<file path="config.mk">
export PLATFORM = sky130hd
export DESIGN_NAME = pvme_div_cell
export DESIGN_NICKNAME = d
export VERILOG_FILES = /design/src/assert_macros.svh /design/src/pvme_pkg.sv /design/src/pvme_div_cell.sv
export SDC_FILE = /design/constraint.sdc
export NUM_CORES = 1
export LEC_CHECK = 0
export BUFFER_PORTS_ARGS = -buffer_cell sky130_fd_sc_hd__buf_2
export CAP_MARGIN = 25
export CORE_MARGIN = 5
export CORE_UTILIZATION = 39
export DETAILED_ROUTE_END_ITERATION = 8
export PLACE_DENSITY = 0.76
export SYNTH_ARGS = -nofsm -noshare
export SYNTH_HDL_FRONTEND = slang
export SYNTH_SLANG_ARGS = --single-unit
</file>
<file path="constraint.sdc">
create_clock -name i_clk -period 2.8 [get_ports i_clk]
set_clock_uncertainty 0.05 [all_clocks]
set_input_delay 0.14 -clock i_clk [delete_from_list [all_inputs] [get_ports i_clk]]
set_output_delay 0.14 -clock i_clk [all_outputs]
set_load 0.01 [all_outputs]
</file>
<file path="src/assert_macros.svh">
// Assertion helpers for the RTL.
`ifndef ASSERT_MACROS_SVH
`define ASSERT_MACROS_SVH

`ifndef NO_ASSERTIONS

// Checked while out of reset.
`define PVME_ASSERT(lbl, clk, rst_n, prop) \
    lbl: assert property (@(posedge clk) disable iff (!rst_n) prop) \
        else $error("pvme assertion failed");

// Checked at every edge, reset included.
`define PVME_ASSERT_ALWAYS(lbl, clk, prop) \
    lbl: assert property (@(posedge clk) prop) \
        else $error("pvme assertion failed");

`else

`define PVME_ASSERT(lbl, clk, rst_n, prop)
`define PVME_ASSERT_ALWAYS(lbl, clk, prop)

`endif

`endif

</file>
<file path="src/pvme_pkg.sv">
`timescale 1ns / 1ps

package pvme_pkg;

    // Q30 fixed point
    localparam logic [32:0] ONE_Q30  = 33'd1073741824;
    localparam logic [65:0] HALF_Q30 = 66'd536870912;

    // Polynomial cross-term weights, Q30
    localparam logic [32:0] K_G4L  = 33'd2891253872;
    localparam logic [32:0] K_G3L2 = 33'd2607506858;
    localparam logic [32:0] K_G2L3 = 33'd4801376152;
    localparam logic [32:0] K_GL4  = 33'd84202834;

    // Mixing fraction polynomial, Q30
    localparam logic [32:0] E_LIN = 33'd1466763544;
    localparam logic [32:0] E_SQ  = 33'd512378861;
    localparam logic [32:0] E_CUB = 33'd119357141;

    // Ratio saturation (2.0 in Q30)
    localparam logic [31:0] R_MAX = 32'h8000_0000;
    localparam logic [16:0] ETA_MAX = 17'd65536;

    // Chain lengths
    localparam int DIV_A_CELLS = 31;
    localparam int DIV_R_CELLS = 32;
    localparam int ROOT_CELLS  = 31;

    // Data riding along the divider chain
    typedef struct packed {
        logic        zero;
        logic        flag_a;
        logic        flag_b;
        logic [32:0] val;
    } t_dside;

    // Data riding along the root chain
    typedef struct packed {
        logic        zero;
        logic [32:0] s;
        logic [30:0] a;
    } t_rside;

    // Q30 multiply, rounding half up
    function automatic logic [35:0] qmul(input logic [32:0] x, input logic [32:0] y);
        logic [65:0] p;
        begin
            p = 66'(x) * 66'(y) + HALF_Q30;
            return p[65:30];
        end
    endfunction

endpackage

</file>
<file path="src/pvme_div_cell.sv">
`timescale 1ns / 1ps

// One restoring-division step: one quotient bit per cell.
module pvme_div_cell (
    input  logic                 i_clk,
    input  logic                 i_rst_n,
    input  logic                 i_valid,
    input  logic [32:0]          i_rem,
    input  logic [32:0]          i_div,
    input  logic [31:0]          i_tail,
    input  logic [31:0]          i_quo,
    input  pvme_pkg::t_dside     i_side,
    output logic                 o_valid,
    output logic [32:0]          o_rem,
    output logic [32:0]          o_div,
    output logic [31:0]          o_tail,
    output logic [31:0]          o_quo,
    output pvme_pkg::t_dside     o_side
);
    import pvme_pkg::*;

    logic [33:0] trial;
    logic [33:0] diff;
    logic        ge;

    // shift in next numerator bit, trial subtract
    always_comb begin
        trial = {i_rem, i_tail[31]};
        diff  = trial - {1'b0, i_div};
        ge    = (trial >= {1'b0, i_div});
    end

    always_ff @(posedge i_clk) begin
        if (!i_rst_n) begin
            o_valid <= 1'b0;
        end else begin
            o_valid <= i_valid;
        end
    end

    always_ff @(posedge i_clk) begin
        o_rem  <= ge ? diff[32:0] : trial[32:0];
        o_div  <= i_div;
        o_tail <= {i_tail[30:0], 1'b0};
        o_quo  <= {i_quo[30:0], ge};
        o_side <= i_side;
    end

endmodule

</file>
==> results.tsv, run 1 <==
metric	value	unit
endpoint_kind	register	
totalWireLength	24900	um
synthTopCellsByCount	166 x dfxtp_1, 58 x nand2_1, 43 x inv_1	
h-tree-depth	4	
crit_arrival	3.03	ns
cap_violations	0	
synth_top_area_frac	0.578	
grt_start_max_net_pins	32	
die_h	131	um
required	3.07	ns
die_x	131	um
wire_per_inst	19.8	um
power.share.combinational	0.220	
grt_overflow	0	
synth_seq_cells	166	
first_global_vias	6362	
yosys.area.top_type	dfxtp_1	
firstDrtPassIters	8	
syn_area	5750	um2
stdcell_count	1259	
cp_slowest_cell	dlygate4sd3_1	
ioPinCount	336	
p_int	4440	uW
setup_viol	0	
status	completed	
slew_viol_final	0	
dp_hpwl	16500	um
synthTopCellsByArea	dfxtp_1 58%, ha_1 7.2%, nand2_1 3.8%	
finalCritPeriodShare	0.986	
synthesis.nets	738	
synth-async-reset-ratio	0	
syn_to_final_growth	76.9	%
gp_congestion	0.882	
period_needed	2.76	ns
ys_seq_area_frac	0.578	
synth.most_common_cell	dfxtp_1	
grtUsageTotal	0.275	
clkPwrFrac	0.365	
fp.coreArea	14500	um2
pwr-share-seq	0.415	
clock_sinks	166	
fp.dieArea	17300	um2
grt_pass1_wl	37200	um
cp_slowest_stage_delay	0.56	ns
clkTransAtPathRegs	0.07	ns
leakage	0.00498	uW
crit_type	input pin to register	
cts_max_path_buffers	2	
ant_nets	0	
num_vias	6128	
drc	0	
min_path_type	input pin to register	
viasPerCell	4.87	
antenna_found_initial	0	
avgSynthCellArea	10.7	um2
cp_top_family	compound AO/OA/AOI/OAI gates	
path_cells	dlygate4sd3_1, buf_2, ha_4, o21ai_0, o21bai_1, a21oi_4, o41a_4, o31ai_4, a41oi_4, buf_12, buf_6, mux2_4	
p_per_area	621	nW/um2
vdd_drop_max	0.498	mV
port_buffers	333	
switching_share	0.297	
cts_tree	done	
critPathMaxFanout	7	
ys_warn_count	0	
synth-edff-count	0	
synth_flop_cell	dfxtp_1	
dpl-instance-area	7710	um2
synthDistinctLibCells	54	
hold_viol_final	0	
fillers	1048	
hold_slack	0.0540	ns
cts_root_buf	clkbuf_16	
switchingPower	1870	uW
timing.fmax	362	MHz
drtIter0Drc	297	
place_inst	1055	
startpoint_type	input pin	
initial_core_util	0.397	
design_area	10200	um2
cts_buffers	17	
fp-row-count	44	
setup_tns	0	ns
synthesis.instances	535	
cp_num_buf_inv	4	
drive_gt1_frac	0.397	
fin_nets	1265	
num_antenna_cells	0	
==> final cells by class <==
cell class | count | area [um2] | share of cell area
clock inverters | 14 | 160 | 0.0158
flip-flops and latches | 166 | 3320 | 0.327
multi-input cells | 310 | 2250 | 0.221
clock buffers | 18 | 429 | 0.0422
well taps | 184 | 230 | 0.0226
inverters | 43 | 161 | 0.0159
repair buffers | 524 | 3610 | 0.356
==> worst min-delay path, stage by stage <==
cell	delay (ns)
buf_2	0.09
a211o_1	0.11
a31oi_1	0.05
o21ai_1	0.12
==> metal layers <==
layer / wire length [um] / part of all wire / global-route usage / vias to the layer above
li1: - / - / - / 2888
met1: 9690 / 0.39 / 0.312 / 2889
met2: 12600 / 0.51 / 0.482 / 296
met3: 1690 / 0.068 / 0.0784 / 55
met4: 924 / 0.037 / 0.117 / 0
met5: 0 / 0 / 0 / -
==> final timing paths <==
path,endpoint,from,slack (ns),depth (start not counted)
hold / removal,o_rem[30],i_rem[32],0.05,4
setup / recovery,o_rem[1],i_rem[8],0.04,12
==> sequential cells by signal, summed over array words and instances, names as in the netlist <==
register,cells
o_tail,31
o_rem,33
o_div,33
o_valid,1
o_quo,32
o_side,36
==> through the flow <==
stage               total power (uW)   util  setup WS, ns
global placement                3750  0.533       0.00660
detailed placement              3770  0.533       -0.0806
global route                    6560  0.702       -0.0347
CTS                             6250  0.689       0.00168
floorplan                       3260      -         0.189
finish                          6310  0.702        0.0400
==> cells by family after synthesis <==
group | after synthesis | synth area share
other | 1 | 0.000653
xor gates and xnor gates | 28 | 0.0427
AOI/OAI and AO/OA | 136 | 0.167
and+or+nand+nor | 110 | 0.0862
adders and majority gates | 34 | 0.0753
DFF | 166 | 0.578
buffers and inverters | 59 | 0.0473
muxes | 1 | 0.00261
==> power groups by stage <==
stage / logic, uW / clock network (uW) / registers (uW)
final: 1390 / 2300 / 2620
after global placement: 1090 / 0 / 2660
after CTS: 1310 / 2320 / 2610
after global routing: 1490 / 2440 / 2640
after detailed placement: 1100 / 0 / 2660
after floorplan: 486 / 0 / 2780
==> cells in the final DEF, fill, tap and decap left out, types with 10 or more instances in the layout <==
cell / n
a21oi_1: 30
nand2_1: 58
buf_4: 18
xnor2_1: 16
dlygate4sd3_1: 167
nor2_1: 14
inv_1: 43
clkbuf_16: 20
ha_1: 29
xor2_1: 12
buf_2: 332
dfxtp_1: 166
a21o_1: 10
o21ai_2: 18
o21ai_0: 26
==> repair_timing <==
action | CTS | global route
setup endpoints to repair | 0 | 34
buffers inserted | 0 | 3
gates resized for setup | 0 | 18
hold endpoints to repair | 165 | 0
hold buffers | 167 | 0
Power figures use the tool's default switching activity.
==> run 2: changes to the inputs <==
- PLACE_DENSITY: 0.76 -> 0.73
==> results.tsv, run 2 (same netlist as run 1, synthesis figures left out) <==
metric	value	unit	change
grt_pass1_wl	36300	um	-2.3%
antenna_found_initial	4		+4
cap_violations	0		unchanged
pwr-share-seq	0.407		-0.008
fp.coreArea	14500	um2	unchanged
setup_ws	0.0860	ns	+0.0460 ns
grtUsageTotal	0.267		-0.00815
totalWireLength	23700	um	-4.8%
viasPerCell	4.71		-3.2%
power.share.combinational	0.211		-0.009
stdcell_count	1262		+0.24%
reg_top3	o_side (36), o_div (33), o_rem (33)		
status	completed		
clkPwrFrac	0.382		+0.017
rsz0062_at_grt	true		
fin_nets	1266		+0.079%
gp_congestion	0.870		-1.4%
layout_common_cells	333 x buf_2, 166 x dlygate4sd3_1, 166 x dfxtp_1		
drc	0		unchanged
p_int	4590	uW	+3.5%
cts_root_buf	clkbuf_16		
p_per_area	635	nW/um2	+2.2%
h-tree-depth	4		unchanged
endpoint_kind	register		
drive_gt1_frac	0.400		+0.00242
cts_buffers	17		unchanged
crit_type	input pin to register		
finalCritPeriodShare	0.969		-0.0164
clock_sinks	166		unchanged
initial_core_util	0.397		unchanged
ant_nets	0		unchanged
ioPinCount	336		unchanged
fin_util	0.699		-0.00277
slew_viol_final	0		unchanged
vdd_drop_max	0.419	mV	-16%
drtIter0Drc	199		-33%
syn_to_final_growth	76.2	%	
cts_max_path_buffers	2		unchanged
top_register	o_side		
die_x	131	um	unchanged
dp_slack	-0.0827	ns	-0.00215 ns
switching_share	0.285		-0.0117
first_global_vias	6259		-1.6%
num_vias	5946		-3.0%
layout_commonest_cell	buf_2		
switchingPower	1830	uW	-2.2%
place_inst	1060		+0.47%
largest_reg_flops	36		unchanged
clkTransAtPathRegs	0.07	ns	about the same
firstDrtPassIters	4		-4
dp_hpwl	16300	um	-1.5%
crit_arrival	3.01	ns	-0.02 ns
port_buffers	333		unchanged
required	3.10	ns	+0.03 ns
startpoint_type	input pin		
hold_slack	0.0224	ns	-0.0315 ns
die_h	131	um	unchanged
min_path_type	input pin to register		
cts_tree	done		
tightest_slew	0.498	ns	
grt_overflow	0		unchanged
relSlewSlack	0.664		
period_needed	2.71	ns	-0.0460 ns
hold_path_depth	3		-1
power	6420	uW	+1.8%
timing.fmax	368	MHz	+1.7%
setup_viol	0		unchanged
wire_per_inst	18.8	um	-5.0%
grt_start_max_net_pins	23		-28%
leakage	0.00498	uW	+0.10%
hold_viol_final	0		unchanged
fp.dieArea	17300	um2	unchanged
fp-row-count	44		unchanged
critPathMaxFanout	22		+15
## run 2: changes by cell type in the layout (fill, tap and decap cells not counted), sizes merged
cell,before,now
inv,48,53
bufinv,0,2
clkinv,9,1
clkbuf,21,18
dlygate4sd3,167,166
buf,354,359
clkinvlp,0,1
diode,0,2
## run 2: what timing repair did
action / CTS / global route
resized for setup: 0 / 18
setup buffers: 0 / 2
setup endpoints to repair: 0 / 32
endpoints found under the hold margin: 165 / 0
hold buffers: 166 / 0
## run 2: through the flow
| stage | setup TNS [ns] | area (um2) |
|---|---|---|
| after floorplan | 0 | 5750 |
| after global placement | 0 | 7750 |
| after detailed placement | -0.213 | 7750 |
| after CTS | 0 | 10000 |
| after global routing | -0.0372 | 10100 |
| final | 0 | 10100 |
## run 2: critical path, stage by stage
cell and delay (ns):
dlygate4sd3_1 0.54, buf_2 0.13, ha_1 0.36, a21o_2 0.24, a221o_2 0.42, a21oi_2 0.20
o41a_4 0.17, o31ai_4 0.07, a41oi_4 0.22, buf_6 0.16, buf_12 0.16, nand2_1 0.08
o21ai_0 0.09
## run 2: final timing paths
kind,from,to,slack [ns]
setup / recovery,i_rem[3],o_rem[7],0.09
hold / removal,i_div[0],o_rem[0],0.02
## run 2: area by class of cell
type                       instances  area, um2
inverter                          43        161
clock inverter                    14        181
multi-input combinational        310       2240
tap                              184        230
antenna                            2       5.00
sequential                       166       3320
fill                            1025       4350
timing repair buffer             525       3550
clock buffer                      18        429
## run 2: power groups by stage
stage                     combinational [uW]  sequential [uW]  clock [uW]
after CTS                               1310             2610        2480
final                                   1360             2620        2450
after global routing                    1460             2630        2600
after global placement                  1100             2660           0
after floorplan                          486             2780           0
after detailed placement                1110             2660           0
## run 2: metal layers
metal	vias up	global-route usage	routed length, um	share of wire
met4	4	0.117	998	0.042
met2	243	0.465	12100	0.51
met1	2749	0.293	9000	0.38
li1	2888	-	-	-
met5	-	0	23	0.00097
met3	62	0.0929	1570	0.066
==> run 3: changes to the inputs <==
- MAX_ROUTING_LAYER: not set -> met4
==> results.tsv, run 3 (same netlist as run 1, synthesis figures left out) <==
metric	value	unit	change
status	completed		
drive_gt1_frac	0.396		-0.00409
clock_sinks	166		unchanged
layout_commonest_cell	buf_2		
grtUsageTotal	0.279		+0.0119
finalCritPeriodShare	0.965		-0.00472
fp-row-count	44		unchanged
crit_type	input pin to register		
fillers	1022		-0.29%
slew_viol_final	0		unchanged
antenna_found_initial	7		+3
cts_buffers	17		unchanged
fp.dieArea	17300	um2	unchanged
viasPerCell	4.73		+0.46%
cts_root_buf	clkbuf_16		
clkTransAtPathRegs	0.07	ns	about the same
fin_util	0.698		-0.00121
firstDrtPassIters	5		+1
leakage	0.00495	uW	-0.58%
vdd_drop_max	0.430	mV	+2.6%
die_x	131	um	unchanged
first_global_vias	6291		+0.51%
dp_hpwl	16500	um	+1.3%
grt_start_max_net_pins	27		+17%
min_path_type	input pin to register		
num_vias	6002		+0.94%
p_per_area	627	nW/um2	-1.3%
cts_tree	done		
grt_overflow	0		unchanged
setup_viol	0		unchanged
required	3.10	ns	about the same
syn_to_final_growth	75.9	%	
fin_nets	1267		+0.079%
layout_common_cells	333 x buf_2, 167 x dlygate4sd3_1, 166 x dfxtp_1		
ioPinCount	336		unchanged
wire_per_inst	18.9	um	+0.82%
design_area	10100	um2	-0.17%
h-tree-depth	4		unchanged
ant_nets	0		unchanged
fp.coreArea	14500	um2	unchanged
dpl-instance-area	7740	um2	about the same
hold_viol_final	0		unchanged
period_needed	2.70	ns	-0.0132 ns
timing.fmax	370	MHz	+0.49%
totalWireLength	24000	um	+1.3%
largest_reg_flops	36		unchanged
grt_pass1_wl	36600	um	+0.89%
gp_congestion	0.887		+1.9%
endpoint_kind	register		
die_h	131	um	unchanged
cap_violations	0		unchanged
port_buffers	333		unchanged
dp_slack	-0.125	ns	-0.0426 ns
setup_ws	0.0992	ns	+0.0132 ns
crit_arrival	3.00	ns	about the same
startpoint_type	input pin		
cts_max_path_buffers	2		unchanged
initial_core_util	0.397		unchanged
top_register	o_side		
drc	0		unchanged
critPathMaxFanout	26		+18%
drtIter0Drc	276		+39%
reg_top3	o_side (36), o_div (33), o_rem (33)		
==> run 3: cell count changes in the layout (fill, tap and decap cells not counted), moves of 2 or more <==
cell / change
clkinvlp_4: +3
diode_2: +5
ha_2: -2
ha_4: +3
o31ai_1: +2
o31ai_2: -2
==> run 3: layout make-up <==
type                            instances  area [um2]  area share
Sequential cell                       166        3320       0.329
Clock inverter                         14         161      0.0160
Timing Repair Buffer                  526        3560       0.352
Antenna cell                            7        17.5     0.00173
Tap cell                              184         230      0.0228
Inverter                               43         161      0.0160
Clock buffer                           18         429      0.0425
Multi-Input combinational cell        310        2230       0.220
==> run 3: metrics by stage <==
stage          power [uW]  hold WS [ns]  std cells   TNS [ns]
2_1_floorplan        3260         0.118        535          0
3_3_place_gp         3760         0.193       1059          0
3_5_place_dp         3780         0.194       1059     -0.155
5_1_grt              6590        0.0846       1268  -0.000456
6_report             6330        0.0938       1268          0
4_1_cts              6310        0.0613       1258          0
==> run 3: per-layer routing <==
layer	vias to the layer above	routed length, um	global-route usage
met1	2773	9220	0.295
met2	272	12100	0.466
met4	0	1020	0.126
li1	2898	-	-
met5	-	0	-
met3	59	1640	0.101
==> run 3: repair_timing <==
| item | in CTS | in global routing |
|---|---|---|
| endpoints found under the hold margin | 165 | 0 |
| buffers inserted | 0 | 3 |
| resized for setup | 0 | 12 |
| endpoints found under the setup margin | 0 | 28 |
| hold buffers | 167 | 0 |
==> run 3: worst paths after layout <==
check	start	end	slack, ns	cells past startpoint
worst min-delay path	i_rem[32]	o_rem[30]	0.09	4
worst max-delay path	i_rem[23]	o_rem[11]	0.1	12
==> run 3: power breakdown <==
| part | total [uW] | switching, uW | internal [uW] |
|---|---|---|---|
| sequential | 2620 | 55.2 | 2560 |
| clock | 2350 | 1080 | 1270 |
| combinational | 1360 | 697 | 666 |
| total | 6330 | 1830 | 4500 |
==> run 3: critical path, cell delays in order <==
cell and delay [ns]:
dlygate4sd3_1 0.55, buf_2 0.14, ha_1 0.29, nand4_1 0.15, or3_1 0.42, nor4_1 0.34, a31oi_1 0.19, nand2_1 0.15
a41oi_4 0.04, buf_4 0.18, buf_12 0.15, o31ai_1 0.23
